==> config.mk <==
export PLATFORM = sky130hd
export DESIGN_NAME = iirdf_ram
export DESIGN_NICKNAME = d
export VERILOG_FILES = /design/src/rtl/core/iirdf_ram.sv
export SDC_FILE = /design/constraint.sdc
export NUM_CORES = 1
export LEC_CHECK = 0
export BUFFER_PORTS_ARGS = -buffer_cell sky130_fd_sc_hd__buf_2
export CAP_MARGIN = 40
export CORE_UTILIZATION = 50
export DETAILED_ROUTE_END_ITERATION = 6
export GPL_ROUTABILITY_DRIVEN = 0
export GPL_TIMING_DRIVEN = 1
export HOLD_SLACK_MARGIN = 0.02
export PLACE_DENSITY = 0.67
export SETUP_SLACK_MARGIN = 0.2
export SLEW_MARGIN = 5
export SYNTH_ARGS = -nofsm -noshare
export SYNTH_HDL_FRONTEND = slang
export SYNTH_SLANG_ARGS = --single-unit
==> constraint.sdc <==
create_clock -name clk -period 1.9 [get_ports clk]
set_input_delay 0.095 -clock clk [delete_from_list [all_inputs] [get_ports clk]]
set_output_delay 0.095 -clock clk [all_outputs]
set_load 0.05 [all_outputs]
==> src/rtl/core/iirdf_ram.sv <==
module iirdf_ram #(
  parameter int WIDTH = 8,
  parameter int DEPTH = 16,
  localparam int AW = (DEPTH > 1) ? $clog2(DEPTH) : 1
) (
  input  logic             clk,
  input  logic             we,
  input  logic [AW-1:0]    waddr,
  input  logic [WIDTH-1:0] wdata,
  input  logic [AW-1:0]    raddr,
  output logic [WIDTH-1:0] rdata
);

  logic [WIDTH-1:0] mem [DEPTH];

  // one write port, one registered read port
  always_ff @(posedge clk) begin
    if (we) begin
      mem[waddr] <= wdata;
    end
    rdata <= mem[raddr];
  end

endmodule

==> run_summary.xml, run 1 <==
<?xml version="1.0" encoding="UTF-8"?>
<metrics>
  <group name="timing">
    <metric name="grt_setup_unrepaired" unit="">no</metric>
    <metric name="timing.final.max_slew_violations" unit="">0</metric>
    <metric name="fin_worst_skew" unit="ns">0.01324</metric>
    <metric name="final_min_period_over_clock_period" unit="">0.7125</metric>
    <metric name="setup-tns-final" unit="ns">0</metric>
    <metric name="final-hold-violation-count" unit="">0</metric>
    <metric name="finalSetupViolations" unit="">0</metric>
    <metric name="tightestPinTransition" unit="ns">0.7311</metric>
    <metric name="final_critical_path_setup_slack" unit="ns">0.5462</metric>
    <metric name="fin_crit" unit="ns">1.354</metric>
    <metric name="slew_headroom" unit="">0.5108</metric>
    <metric name="max_clock_freq" unit="MHz">738.7</metric>
  </group>
  <group name="routing">
    <metric name="drcViolationCount" unit="">0</metric>
    <metric name="drt_first_pass_iters" unit="">4</metric>
    <metric name="detail_route.wirelength" unit="µm">9823</metric>
    <metric name="post_drt_via_cell_ratio" unit="">5.666</metric>
    <metric name="ant_nets" unit="">0</metric>
    <metric name="drt_iter0_markers" unit="">176</metric>
    <metric name="avgRoutedWirePerCell" unit="µm">22.48</metric>
    <metric name="vias" unit="">2476</metric>
  </group>
  <group name="clock_network">
    <metric name="cts-root-buf" unit="">sky130_fd_sc_hd__clkbuf_8</metric>
    <metric name="cts.path.max_buffers" unit="">2</metric>
    <metric name="clock_sinks" unit="">136</metric>
    <metric name="worst_skew_pair.late_latency" unit="ns">0.51</metric>
    <metric name="cts.reportedPaths.clkPinSlew" unit="ns">0.06</metric>
    <metric name="tritoncts.num_buffers" unit="">17</metric>
    <metric name="postCtsSetupRepairBufs" unit="">0</metric>
    <metric name="cts_resized" unit="">0</metric>
    <metric name="tritoncts_clock_tree" unit="">done</metric>
    <metric name="cts_max_level" unit="">4</metric>
  </group>
  <group name="critical_path">
    <metric name="critical_path_peak_fanout" unit="">1</metric>
    <metric name="regToRegSetupSlack" unit="ns">0.55</metric>
    <metric name="timing.reg2reg.worst_path_depth" unit="">3</metric>
    <metric name="timing.setup.critical_path_class" unit="">reg2reg</metric>
    <metric name="r2r_start" unit="">mem[5][3]</metric>
    <metric name="critical_path.top_delay_family" unit="">multiplexers</metric>
    <metric name="critical_path_arrival" unit="ns">1.76</metric>
    <metric name="cp_cell_sequence" unit="">mux4_1 -&gt; a22oi_1 -&gt; nand2_1</metric>
    <metric name="type_of_element_launching_the_critical_path" unit="">flip-flop</metric>
    <metric name="critical_path.reg2reg.endpoint" unit="">rdata[3]</metric>
    <metric name="required" unit="ns">2.30</metric>
    <metric name="critical_path.max_stage_delay" unit="ns">0.57</metric>
    <metric name="total_buffers_and_inverters_traversed_by_the_critical_path" unit="">0</metric>
    <metric name="timing.critical_path.slowest_stage_cell" unit="">sky130_fd_sc_hd__mux4_1</metric>
    <metric name="worstSetupEndpointType" unit="">flip-flop</metric>
  </group>
  <group name="global_routing">
    <metric name="remaining_global_route_overflow" unit="">0</metric>
    <metric name="wire_length_of_the_first_global_routing_pass" unit="µm">14480</metric>
    <metric name="track_usage" unit="">0.2063</metric>
    <metric name="grt_max_degree" unit="">33</metric>
    <metric name="grt_pass1_vias" unit="">2460</metric>
    <metric name="initial_antenna_violation_count" unit="">0</metric>
  </group>
  <group name="logic_synthesis">
    <metric name="asyncSetResetFlopFracSynth" unit="">0</metric>
    <metric name="post-synth-top-count-cell" unit="">sky130_fd_sc_hd__edfxtp_1</metric>
    <metric name="synthDominantCellAreaShare" unit="">0.7467</metric>
    <metric name="synth_top_cells_by_area" unit="">sky130_fd_sc_hd__edfxtp_1, sky130_fd_sc_hd__mux4_2, sky130_fd_sc_hd__mux4_1</metric>
    <metric name="syn-cell-area" unit="mm²">0.005147</metric>
    <metric name="netlist-cell-type-count" unit="">19</metric>
    <metric name="yosys_most_used_dff" unit="">sky130_fd_sc_hd__edfxtp_1</metric>
    <metric name="synth_enable_flop_cells" unit="">128</metric>
    <metric name="mapped_cells" unit="">229</metric>
    <metric name="synth.avg_cell_area" unit="µm²">22.48</metric>
    <metric name="synth_common_cells" unit="">sky130_fd_sc_hd__edfxtp_1, sky130_fd_sc_hd__mux4_2, sky130_fd_sc_hd__a22oi_1</metric>
    <metric name="synth_warn" unit="">0</metric>
    <metric name="postSynthNetCount" unit="">247</metric>
    <metric name="yosys_reg_bits" unit="">136</metric>
    <metric name="synth_area_leader_cell" unit="">sky130_fd_sc_hd__edfxtp_1</metric>
    <metric name="sequential_share_of_the_synthesized_area" unit="">0.7778</metric>
  </group>
  <group name="die">
    <metric name="die_area" unit="mm²">0.01071</metric>
    <metric name="floorplan.initialDensity" unit="">0.5218</metric>
    <metric name="boundaryPins" unit="">26</metric>
    <metric name="floorplan.rows" unit="">36</metric>
    <metric name="floorplan.die.width" unit="µm">103.5</metric>
    <metric name="core_region_area" unit="mm²">0.009864</metric>
    <metric name="die_h" unit="µm">103.5</metric>
  </group>
  <group name="min_path">
    <metric name="worstHoldPathCells" unit="">3</metric>
    <metric name="worstHoldStart" unit="">waddr[0]</metric>
    <metric name="min_delay_worst_endpoint" unit="">mem[4][5]</metric>
    <metric name="worst_hold_path_type" unit="">in2reg</metric>
  </group>
  <group name="power">
    <metric name="power_density" unit="mW/mm²">1161</metric>
    <metric name="total_leakage_power" unit="nW">2.147</metric>
    <metric name="irDropWorstVdd" unit="mV">0.6528</metric>
  </group>
  <group name="cells_and_area">
    <metric name="layout.nets" unit="">309</metric>
    <metric name="num_antenna_cells" unit="">0</metric>
    <metric name="drive_above_1_share" unit="">0.3092</metric>
    <metric name="nFillCells" unit="">661</metric>
    <metric name="areaGrowthSynthToFinish" unit="%">21.29</metric>
  </group>
  <group name="place">
    <metric name="dp_hpwl" unit="µm">5830</metric>
    <metric name="numPortBuffers" unit="">25</metric>
    <metric name="detailedPlace.worstSlack" unit="ns">0.3083</metric>
  </group>
  <group name="run">
    <metric name="drv_cap" unit="">0</metric>
  </group>
  <group name="outcome">
    <metric name="run_status" unit="">finished clean</metric>
  </group>
</metrics>
==> logic make-up after synthesis <==
kind of cell	after synthesis	synth area share
compound gates	16	0.02334
mux	32	0.1502
simple gates	35	0.03184
flops	136	0.7778
buf+inv	10	0.01677
==> worst max-delay path by stage <==
stage               startpoint        end  slack, ns  cells after the start
global route         mem[5][3]   rdata[3]       0.47                      3
global placement      raddr[0]   rdata[3]       0.30                      5
detailed placement    raddr[0]   rdata[3]       0.31                      5
floorplan             waddr[2]  mem[0][0]       0.31                      2
finish               mem[5][3]   rdata[3]       0.55                      3
CTS                  mem[5][3]   rdata[3]       0.50                      3
==> worst register-to-register path: stages (launching register included) <==
cell                       delay (ns)
sky130_fd_sc_hd__edfxtp_1        0.35
sky130_fd_sc_hd__mux4_1          0.57
sky130_fd_sc_hd__a22oi_1         0.25
sky130_fd_sc_hd__nand2_1         0.08
==> sequential cells by signal, summed over array words and instances (netlist names) <==
register / flops
mem: 128
rdata: 8
==> layer usage <==
layer  routed length (µm)  vias up  GRT usage
met5                    0        -          0
met4                  216        0    0.08667
met3                  801       17    0.05712
met2                 4728      109     0.3077
met1                 4076     1248     0.2898
li1                     -     1102          -
==> cells in the final DEF, fill, tap and decap left out, drive strengths merged <==
cell type	instances
nand3b	2
nor3	4
clkinv	2
nor2b	1
buf	45
or3b	1
and2	1
and2b	1
nor2	13
bufinv	5
edfxtp	128
inv	4
clkbuf	19
dlygate4sd3	8
nand2b	2
nand3	1
nand2	9
mux4	32
clkinvlp	2
dfxtp	8
a22oi	16
==> layout make-up <==
class,count,area [µm²],area share
Sequential cell,136,4004,0.6413
Timing Repair Buffer,53,380.4,0.06092
Clock buffer,19,421.7,0.06753
Tap cell,133,166.4,0.02665
Clock inverter,13,214.0,0.03427
Multi-Input combinational cell,83,1057,0.1693
==> repair_timing <==
item                                   in CTS  in global routing
endpoints found under the hold margin     128                  0
hold buffers                                8                  0
setup endpoints to repair                   0                  0
==> stage by stage <==
stage	hold WS, ns	instances	total power (W)	utilization	area [µm²]
after floorplan	0.1939	229	0.003672	-	5147
after global placement	0.4797	397	0.003806	0.5604	5528
after detailed placement	0.4896	397	0.003814	0.5604	5528
after CTS	0.1022	437	0.007297	0.6329	6243
after global routing	0.1175	437	0.007454	0.6329	6243
final	0.1166	437	0.007246	0.6329	6243
==> report_power, final <==
group	switching (W)	internal, W	total, W
sequential	0.0000192	0.00335	0.00337
clock	0.00121	0.00228	0.00348
combinational	0.000242	0.000146	0.000389
total	0.00147	0.00578	0.00725
Note: power is estimated with default switching activity, not from simulation.
==> run 2, diff against run 1 <==
- PLACE_DENSITY: 0.67 -> 0.7
- clock period: 1.9 -> 1.1 ns (I/O delays scaled with it)
==> run 2 against run 1 <==
  * The flow now finishes with violations (negative setup slack)
  * Clock power is 75% higher
  * Hold slack worse by 0.060 ns
  * Sequential share of layout area is 4.0 points lower
  * Total power is 77% higher
  * Maximum frequency is 4.6% higher
  * Highest routed layer unchanged
  * Critical path type unchanged
  * Critical path depth stayed put
==> run_summary.xml, run 2 (same netlist as run 1, synthesis figures left out) <==
<?xml version="1.0" encoding="UTF-8"?>
<metrics>
  <group name="die">
    <metric name="boundaryPins" unit="">26</metric>
    <metric name="die_h" unit="µm">103.5</metric>
    <metric name="floorplan.rows" unit="">36</metric>
    <metric name="floorplan.die.width" unit="µm">103.5</metric>
    <metric name="core_region_area" unit="mm²">0.009864</metric>
    <metric name="die_area" unit="mm²">0.01071</metric>
    <metric name="floorplan.initialDensity" unit="">0.5218</metric>
  </group>
  <group name="clock_network">
    <metric name="cts.path.max_buffers" unit="">2</metric>
    <metric name="cts_max_level" unit="">4</metric>
    <metric name="cts-root-buf" unit="">sky130_fd_sc_hd__clkbuf_8</metric>
    <metric name="clock_sinks" unit="">136</metric>
    <metric name="tritoncts_clock_tree" unit="">done</metric>
    <metric name="tritoncts.num_buffers" unit="">17</metric>
    <metric name="worst_skew_pair.late_latency" unit="ns">0.52</metric>
    <metric name="cts.reportedPaths.clkPinSlew" unit="ns">0.06</metric>
  </group>
  <group name="timing">
    <metric name="timing.hold.ws" unit="ns">0.05615</metric>
    <metric name="slew_headroom" unit="">0.4249</metric>
    <metric name="grt_setup_unrepaired" unit="">yes</metric>
    <metric name="final_critical_path_setup_slack" unit="ns">-0.1937</metric>
    <metric name="max_clock_freq" unit="MHz">773.0</metric>
    <metric name="tightestPinTransition" unit="ns">0.8594</metric>
    <metric name="timing.final.max_slew_violations" unit="">0</metric>
    <metric name="fin_worst_skew" unit="ns">0.007759</metric>
    <metric name="final-hold-violation-count" unit="">0</metric>
    <metric name="finalSetupViolations" unit="">8</metric>
    <metric name="final_min_period_over_clock_period" unit="">1.176</metric>
    <metric name="fin_crit" unit="ns">1.294</metric>
  </group>
  <group name="outcome">
    <metric name="failed_checks" unit="">negative setup slack</metric>
    <metric name="run_status" unit="">finished, violations left</metric>
  </group>
  <group name="routing">
    <metric name="drt_iter0_markers" unit="">169</metric>
    <metric name="vias" unit="">2490</metric>
    <metric name="post_drt_via_cell_ratio" unit="">5.558</metric>
    <metric name="detail_route.wirelength" unit="µm">10160</metric>
    <metric name="avgRoutedWirePerCell" unit="µm">22.67</metric>
    <metric name="ant_nets" unit="">0</metric>
    <metric name="drt_first_pass_iters" unit="">4</metric>
    <metric name="drcViolationCount" unit="">0</metric>
  </group>
  <group name="critical_path">
    <metric name="critical_path_arrival" unit="ns">1.69</metric>
    <metric name="timing.setup.critical_path_class" unit="">reg2reg</metric>
    <metric name="critical_path_peak_fanout" unit="">1</metric>
    <metric name="required" unit="ns">1.49</metric>
    <metric name="type_of_element_launching_the_critical_path" unit="">flip-flop</metric>
    <metric name="worstSetupEndpointType" unit="">flip-flop</metric>
  </group>
  <group name="cells_and_area">
    <metric name="max_flop_register" unit="">mem</metric>
    <metric name="layout.nets" unit="">320</metric>
    <metric name="areaGrowthSynthToFinish" unit="%">29.73</metric>
    <metric name="max_ffs_per_register" unit="">128</metric>
    <metric name="top_library_cells_by_usage_in_the_layout_fill_and_taps_aside" unit="">sky130_fd_sc_hd__edfxtp_1, sky130_fd_sc_hd__mux4_2, sky130_fd_sc_hd__buf_2, sky130_fd_sc_hd__clkbuf_16, sky130_fd_sc_hd__buf_4</metric>
    <metric name="largestRegisters" unit="">mem x128, rdata x8</metric>
    <metric name="num_antenna_cells" unit="">0</metric>
    <metric name="fin_cells" unit="">448</metric>
    <metric name="drive_above_1_share" unit="">0.4730</metric>
    <metric name="nFillCells" unit="">598</metric>
    <metric name="final_common_cell" unit="">sky130_fd_sc_hd__edfxtp_1</metric>
  </group>
  <group name="global_routing">
    <metric name="met1_global_route_usage" unit="">0.2875</metric>
    <metric name="grt_pass1_vias" unit="">2719</metric>
    <metric name="globalRoute.busiestLayer" unit="">met2</metric>
    <metric name="met2_usage" unit="">0.3612</metric>
    <metric name="grt_max_degree" unit="">17</metric>
    <metric name="grt_use_met3" unit="">0.06989</metric>
    <metric name="wire_length_of_the_first_global_routing_pass" unit="µm">15800</metric>
    <metric name="track_usage" unit="">0.2232</metric>
    <metric name="initial_antenna_violation_count" unit="">0</metric>
    <metric name="remaining_global_route_overflow" unit="">0</metric>
  </group>
  <group name="place">
    <metric name="placedCellCount" unit="">408</metric>
    <metric name="dp_hpwl" unit="µm">6342</metric>
    <metric name="numPortBuffers" unit="">25</metric>
  </group>
  <group name="power">
    <metric name="pwr-share-seq" unit="">0.458</metric>
    <metric name="combPwrFrac" unit="">0.067</metric>
    <metric name="pwr-share-clk" unit="">0.475</metric>
    <metric name="swShare" unit="">0.2008</metric>
    <metric name="p_int" unit="W">0.01024</metric>
    <metric name="switching_power_of_the_nets" unit="W">0.002572</metric>
    <metric name="power_density" unit="mW/mm²">1918</metric>
    <metric name="total_leakage_power" unit="nW">2.227</metric>
    <metric name="irDropWorstVdd" unit="mV">0.8222</metric>
  </group>
  <group name="min_path">
    <metric name="worst_hold_path_type" unit="">in2reg</metric>
  </group>
  <group name="run">
    <metric name="drv_cap" unit="">0</metric>
  </group>
</metrics>
## run 2: cell types whose count changed in the layout (fill, tap and decap cells not counted), moves of 9 or more
cell and change:
sky130_fd_sc_hd__mux4_2 +14, sky130_fd_sc_hd__a22oi_2 +9, sky130_fd_sc_hd__mux4_1 -14, sky130_fd_sc_hd__a22oi_1 -9, sky130_fd_sc_hd__nor2_1 -10, sky130_fd_sc_hd__buf_12 +13
## run 2: area by class of cell
type,count,area [µm²],share of cell area
clock buffer,21,449.2,0.06727
clock inverter,11,195.2,0.02923
multi-input combinational,83,1147,0.1718
sequential,136,4014,0.6011
tap,133,166.4,0.02492
timing repair buffer,64,705.7,0.1057
## run 2: final timing paths
check             cells past startpoint  slack [ns]        to       start
setup / recovery                      3       -0.19  rdata[6]  mem[11][6]
hold / removal                        4        0.06  rdata[0]    raddr[1]
setup reg to reg                      3       -0.19  rdata[6]  mem[11][6]
hold reg to reg                       3        0.66  rdata[1]  mem[15][1]
## run 2: worst max-delay path, stage by stage (launching register included)
cell,delay [ns]
sky130_fd_sc_hd__edfxtp_1,0.37
sky130_fd_sc_hd__mux4_2,0.49
sky130_fd_sc_hd__a22oi_2,0.22
sky130_fd_sc_hd__nand2_1,0.09
## run 2: power by group through the flow
stage / clock network (W) / registers, W / logic [W]
after global routing: 0.00638 / 0.00587 / 0.000925
after CTS: 0.00615 / 0.00586 / 0.000864
after detailed placement: 0 / 0.00594 / 0.000752
after floorplan: 0 / 0.00605 / 0.000339
after global placement: 0 / 0.00594 / 0.000739
final: 0.00609 / 0.00586 / 0.000861
## run 2: per-stage QoR
step           worst slack, ns    util  total power (W)  setup TNS (ns)  instance area (µm²)
4_1_cts                -0.1713  0.6754          0.01288          -1.265                 6663
3_3_place_gp           -0.4042  0.5898         0.006677          -14.45                 5818
3_5_place_dp           -0.4065  0.5898         0.006696          -15.52                 5818
2_1_floorplan         -0.05801       -         0.006387          -1.339                 5221
5_1_grt                -0.2405  0.6769          0.01317          -1.685                 6678
6_report               -0.1937  0.6769          0.01281          -1.181                 6678
## run 2: per-layer routing
metal | share of wire | wire length (µm)
met1 | 0.40 | 4087
met2 | 0.53 | 5391
met3 | 0.049 | 493
met4 | 0.018 | 186
met5 | 0 | 0
## run 2: repair_timing
action	in CTS	in global routing
pin swaps	3	1
endpoints found under the setup margin	16	16
endpoints found under the hold margin	128	0
buffers inserted	0	0
gates cloned	0	0
hold buffers	8	0
resized for setup	37	4
==> run 3, diff against run 2 <==
- CORE_MARGIN: default -> 2
==> run 3 against run 2 <==
  * The run still ends with negative setup slack left
  * First-iteration DRC count rose by 7.1%
  * Total power fell by 2.5%
  * Via count rose by 1.7%
  * Clock skew barely moved
  * Combinational power barely moved
  * Die area rose by 3.9%
  * Routed wire length rose by 2.6%
  * Maximum frequency rose by 3.1%
  * Clock power fell by 5.3%
  * Cell count rose by 1.3%
==> run_summary.xml, run 3 (same netlist as run 1, synthesis figures left out) <==
<?xml version="1.0" encoding="UTF-8"?>
<metrics>
  <group name="outcome">
    <metric name="run_status" unit="">finished, violations left</metric>
    <metric name="failed_checks" unit="">negative setup slack</metric>
  </group>
  <group name="routing">
    <metric name="drt_iter0_markers" unit="">181</metric>
    <metric name="detail_route.wirelength" unit="µm">10420</metric>
    <metric name="drcViolationCount" unit="">0</metric>
    <metric name="post_drt_via_cell_ratio" unit="">5.579</metric>
    <metric name="ant_nets" unit="">0</metric>
    <metric name="avgRoutedWirePerCell" unit="µm">22.96</metric>
    <metric name="vias" unit="">2533</metric>
    <metric name="drt_first_pass_iters" unit="">4</metric>
  </group>
  <group name="timing">
    <metric name="fin_worst_skew" unit="ns">0.007786</metric>
    <metric name="timing.final.max_slew_violations" unit="">0</metric>
    <metric name="final_critical_path_setup_slack" unit="ns">-0.1553</metric>
    <metric name="grt_setup_unrepaired" unit="">yes</metric>
    <metric name="slew_headroom" unit="">0.3491</metric>
    <metric name="final_min_period_over_clock_period" unit="">1.141</metric>
    <metric name="final-hold-violation-count" unit="">0</metric>
    <metric name="finalSetupViolations" unit="">8</metric>
    <metric name="tightestPinTransition" unit="ns">0.9728</metric>
    <metric name="timing.hold.ws" unit="ns">0.1381</metric>
    <metric name="setup-tns-final" unit="ns">-1.084</metric>
    <metric name="fin_crit" unit="ns">1.255</metric>
    <metric name="max_clock_freq" unit="MHz">796.6</metric>
  </group>
  <group name="place">
    <metric name="detailedPlace.worstSlack" unit="ns">-0.3631</metric>
    <metric name="numPortBuffers" unit="">25</metric>
    <metric name="dp_hpwl" unit="µm">6567</metric>
    <metric name="dpl-instance-area" unit="mm²">0.005789</metric>
  </group>
  <group name="power">
    <metric name="total_leakage_power" unit="nW">2.226</metric>
    <metric name="power_density" unit="mW/mm²">1886</metric>
    <metric name="irDropWorstVdd" unit="mV">1.195</metric>
  </group>
  <group name="global_routing">
    <metric name="initial_antenna_violation_count" unit="">0</metric>
    <metric name="wire_length_of_the_first_global_routing_pass" unit="µm">15990</metric>
    <metric name="grt_use_met3" unit="">0.05813</metric>
    <metric name="grt_max_degree" unit="">23</metric>
    <metric name="remaining_global_route_overflow" unit="">0</metric>
    <metric name="grt_pass1_vias" unit="">2676</metric>
    <metric name="met2_usage" unit="">0.3406</metric>
    <metric name="met1_global_route_usage" unit="">0.2719</metric>
    <metric name="track_usage" unit="">0.2068</metric>
    <metric name="globalRoute.busiestLayer" unit="">met2</metric>
  </group>
  <group name="cells_and_area">
    <metric name="multiInputGateArea" unit="mm²">0.001152</metric>
    <metric name="largestRegisters" unit="">mem x128, rdata x8</metric>
    <metric name="top_library_cells_by_usage_in_the_layout_fill_and_taps_aside" unit="">sky130_fd_sc_hd__edfxtp_1, sky130_fd_sc_hd__mux4_2, sky130_fd_sc_hd__buf_4, sky130_fd_sc_hd__buf_2, sky130_fd_sc_hd__clkbuf_16</metric>
    <metric name="drive_above_1_share" unit="">0.4843</metric>
    <metric name="max_flop_register" unit="">mem</metric>
    <metric name="final_area" unit="mm²">0.006620</metric>
    <metric name="nFillCells" unit="">661</metric>
    <metric name="final_common_cell" unit="">sky130_fd_sc_hd__edfxtp_1</metric>
    <metric name="ff_latch_area" unit="mm²">0.004016</metric>
    <metric name="layout.nets" unit="">324</metric>
    <metric name="areaGrowthSynthToFinish" unit="%">28.61</metric>
    <metric name="num_antenna_cells" unit="">0</metric>
    <metric name="max_ffs_per_register" unit="">128</metric>
  </group>
  <group name="critical_path">
    <metric name="worstSetupEndpointType" unit="">flip-flop</metric>
    <metric name="total_buffers_and_inverters_traversed_by_the_critical_path" unit="">0</metric>
    <metric name="critical_path.max_stage_delay" unit="ns">0.48</metric>
    <metric name="required" unit="ns">1.49</metric>
    <metric name="cp_cell_sequence" unit="">mux4_2 -&gt; a22oi_2 -&gt; nand2_1</metric>
    <metric name="type_of_element_launching_the_critical_path" unit="">flip-flop</metric>
    <metric name="critical_path.top_delay_family" unit="">multiplexers</metric>
    <metric name="timing.setup.critical_path_class" unit="">reg2reg</metric>
    <metric name="timing.critical_path.slowest_stage_cell" unit="">sky130_fd_sc_hd__mux4_2</metric>
    <metric name="critical_path_arrival" unit="ns">1.65</metric>
    <metric name="critical_path_peak_fanout" unit="">1</metric>
  </group>
  <group name="die">
    <metric name="die_h" unit="µm">105.5</metric>
    <metric name="boundaryPins" unit="">26</metric>
    <metric name="floorplan.initialDensity" unit="">0.5077</metric>
    <metric name="die_area" unit="mm²">0.01112</metric>
    <metric name="floorplan.rows" unit="">37</metric>
    <metric name="core_region_area" unit="mm²">0.01014</metric>
    <metric name="floorplan.die.width" unit="µm">105.5</metric>
  </group>
  <group name="clock_network">
    <metric name="worst_skew_pair.late_latency" unit="ns">0.50</metric>
    <metric name="cts.path.max_buffers" unit="">2</metric>
    <metric name="cts-root-buf" unit="">sky130_fd_sc_hd__clkbuf_8</metric>
    <metric name="cts.reportedPaths.clkPinSlew" unit="ns">0.06</metric>
    <metric name="postCtsSetupRepairBufs" unit="">0</metric>
    <metric name="tritoncts.num_buffers" unit="">17</metric>
    <metric name="clock_sinks" unit="">136</metric>
    <metric name="tritoncts_clock_tree" unit="">done</metric>
    <metric name="cts_max_level" unit="">4</metric>
  </group>
  <group name="run">
    <metric name="drv_cap" unit="">0</metric>
  </group>
  <group name="min_path">
    <metric name="worst_hold_path_type" unit="">in2reg</metric>
  </group>
</metrics>
-- run 3: repair_timing --
item                       4_1_cts  5_1_grt
setup endpoints to repair       16       16
gates resized for setup         37        6
hold buffers                     8        0
hold endpoints to repair       128        0
pin swaps                        0        1
-- run 3: worst register-to-register path, stage by stage (launching register included) --
cell                       delay [ns]
sky130_fd_sc_hd__edfxtp_1        0.38
sky130_fd_sc_hd__mux4_2          0.48
sky130_fd_sc_hd__a22oi_2         0.22
sky130_fd_sc_hd__nand2_1         0.07
-- run 3: layout make-up --
cell class                      count  area share
Sequential cell                   136      0.6067
Multi-Input combinational cell     83      0.1741
Timing Repair Buffer               68      0.1017
Clock buffer                       20     0.06577
Clock inverter                     11     0.02608
Tap cell                          136     0.02570
-- run 3: stage by stage --
stage	instances	total power, W	utilization
floorplan	229	0.006387	-
global placement	415	0.006667	0.5710
detailed placement	415	0.006685	0.5710
CTS	454	0.01255	0.6507
global route	454	0.01287	0.6530
finish	454	0.01249	0.6530
-- run 3: metal layers --
layer  vias to the layer above  share of wire  wire, µm
li1                       1112              -         -
met1                      1344           0.42      4357
met2                        71           0.53      5485
met3                         6          0.046       478
met4                         0         0.0097       101
met5                         -              0         0
-- run 3: worst paths after layout --
check	from	end	slack (ns)	cells after the start
setup / recovery	mem[10][3]	rdata[3]	-0.16	3
hold / removal	waddr[1]	mem[4][5]	0.14	4
setup reg to reg	mem[10][3]	rdata[3]	-0.16	3
hold reg to reg	mem[8][1]	rdata[1]	0.68	3
-- run 3: where the power goes --
part / switching, W / total, W / internal (W)
sequential: 0.0000561 / 0.00586 / 0.00580
clock: 0.00203 / 0.00577 / 0.00374
combinational: 0.000474 / 0.000862 / 0.000388
total: 0.00256 / 0.0125 / 0.00993
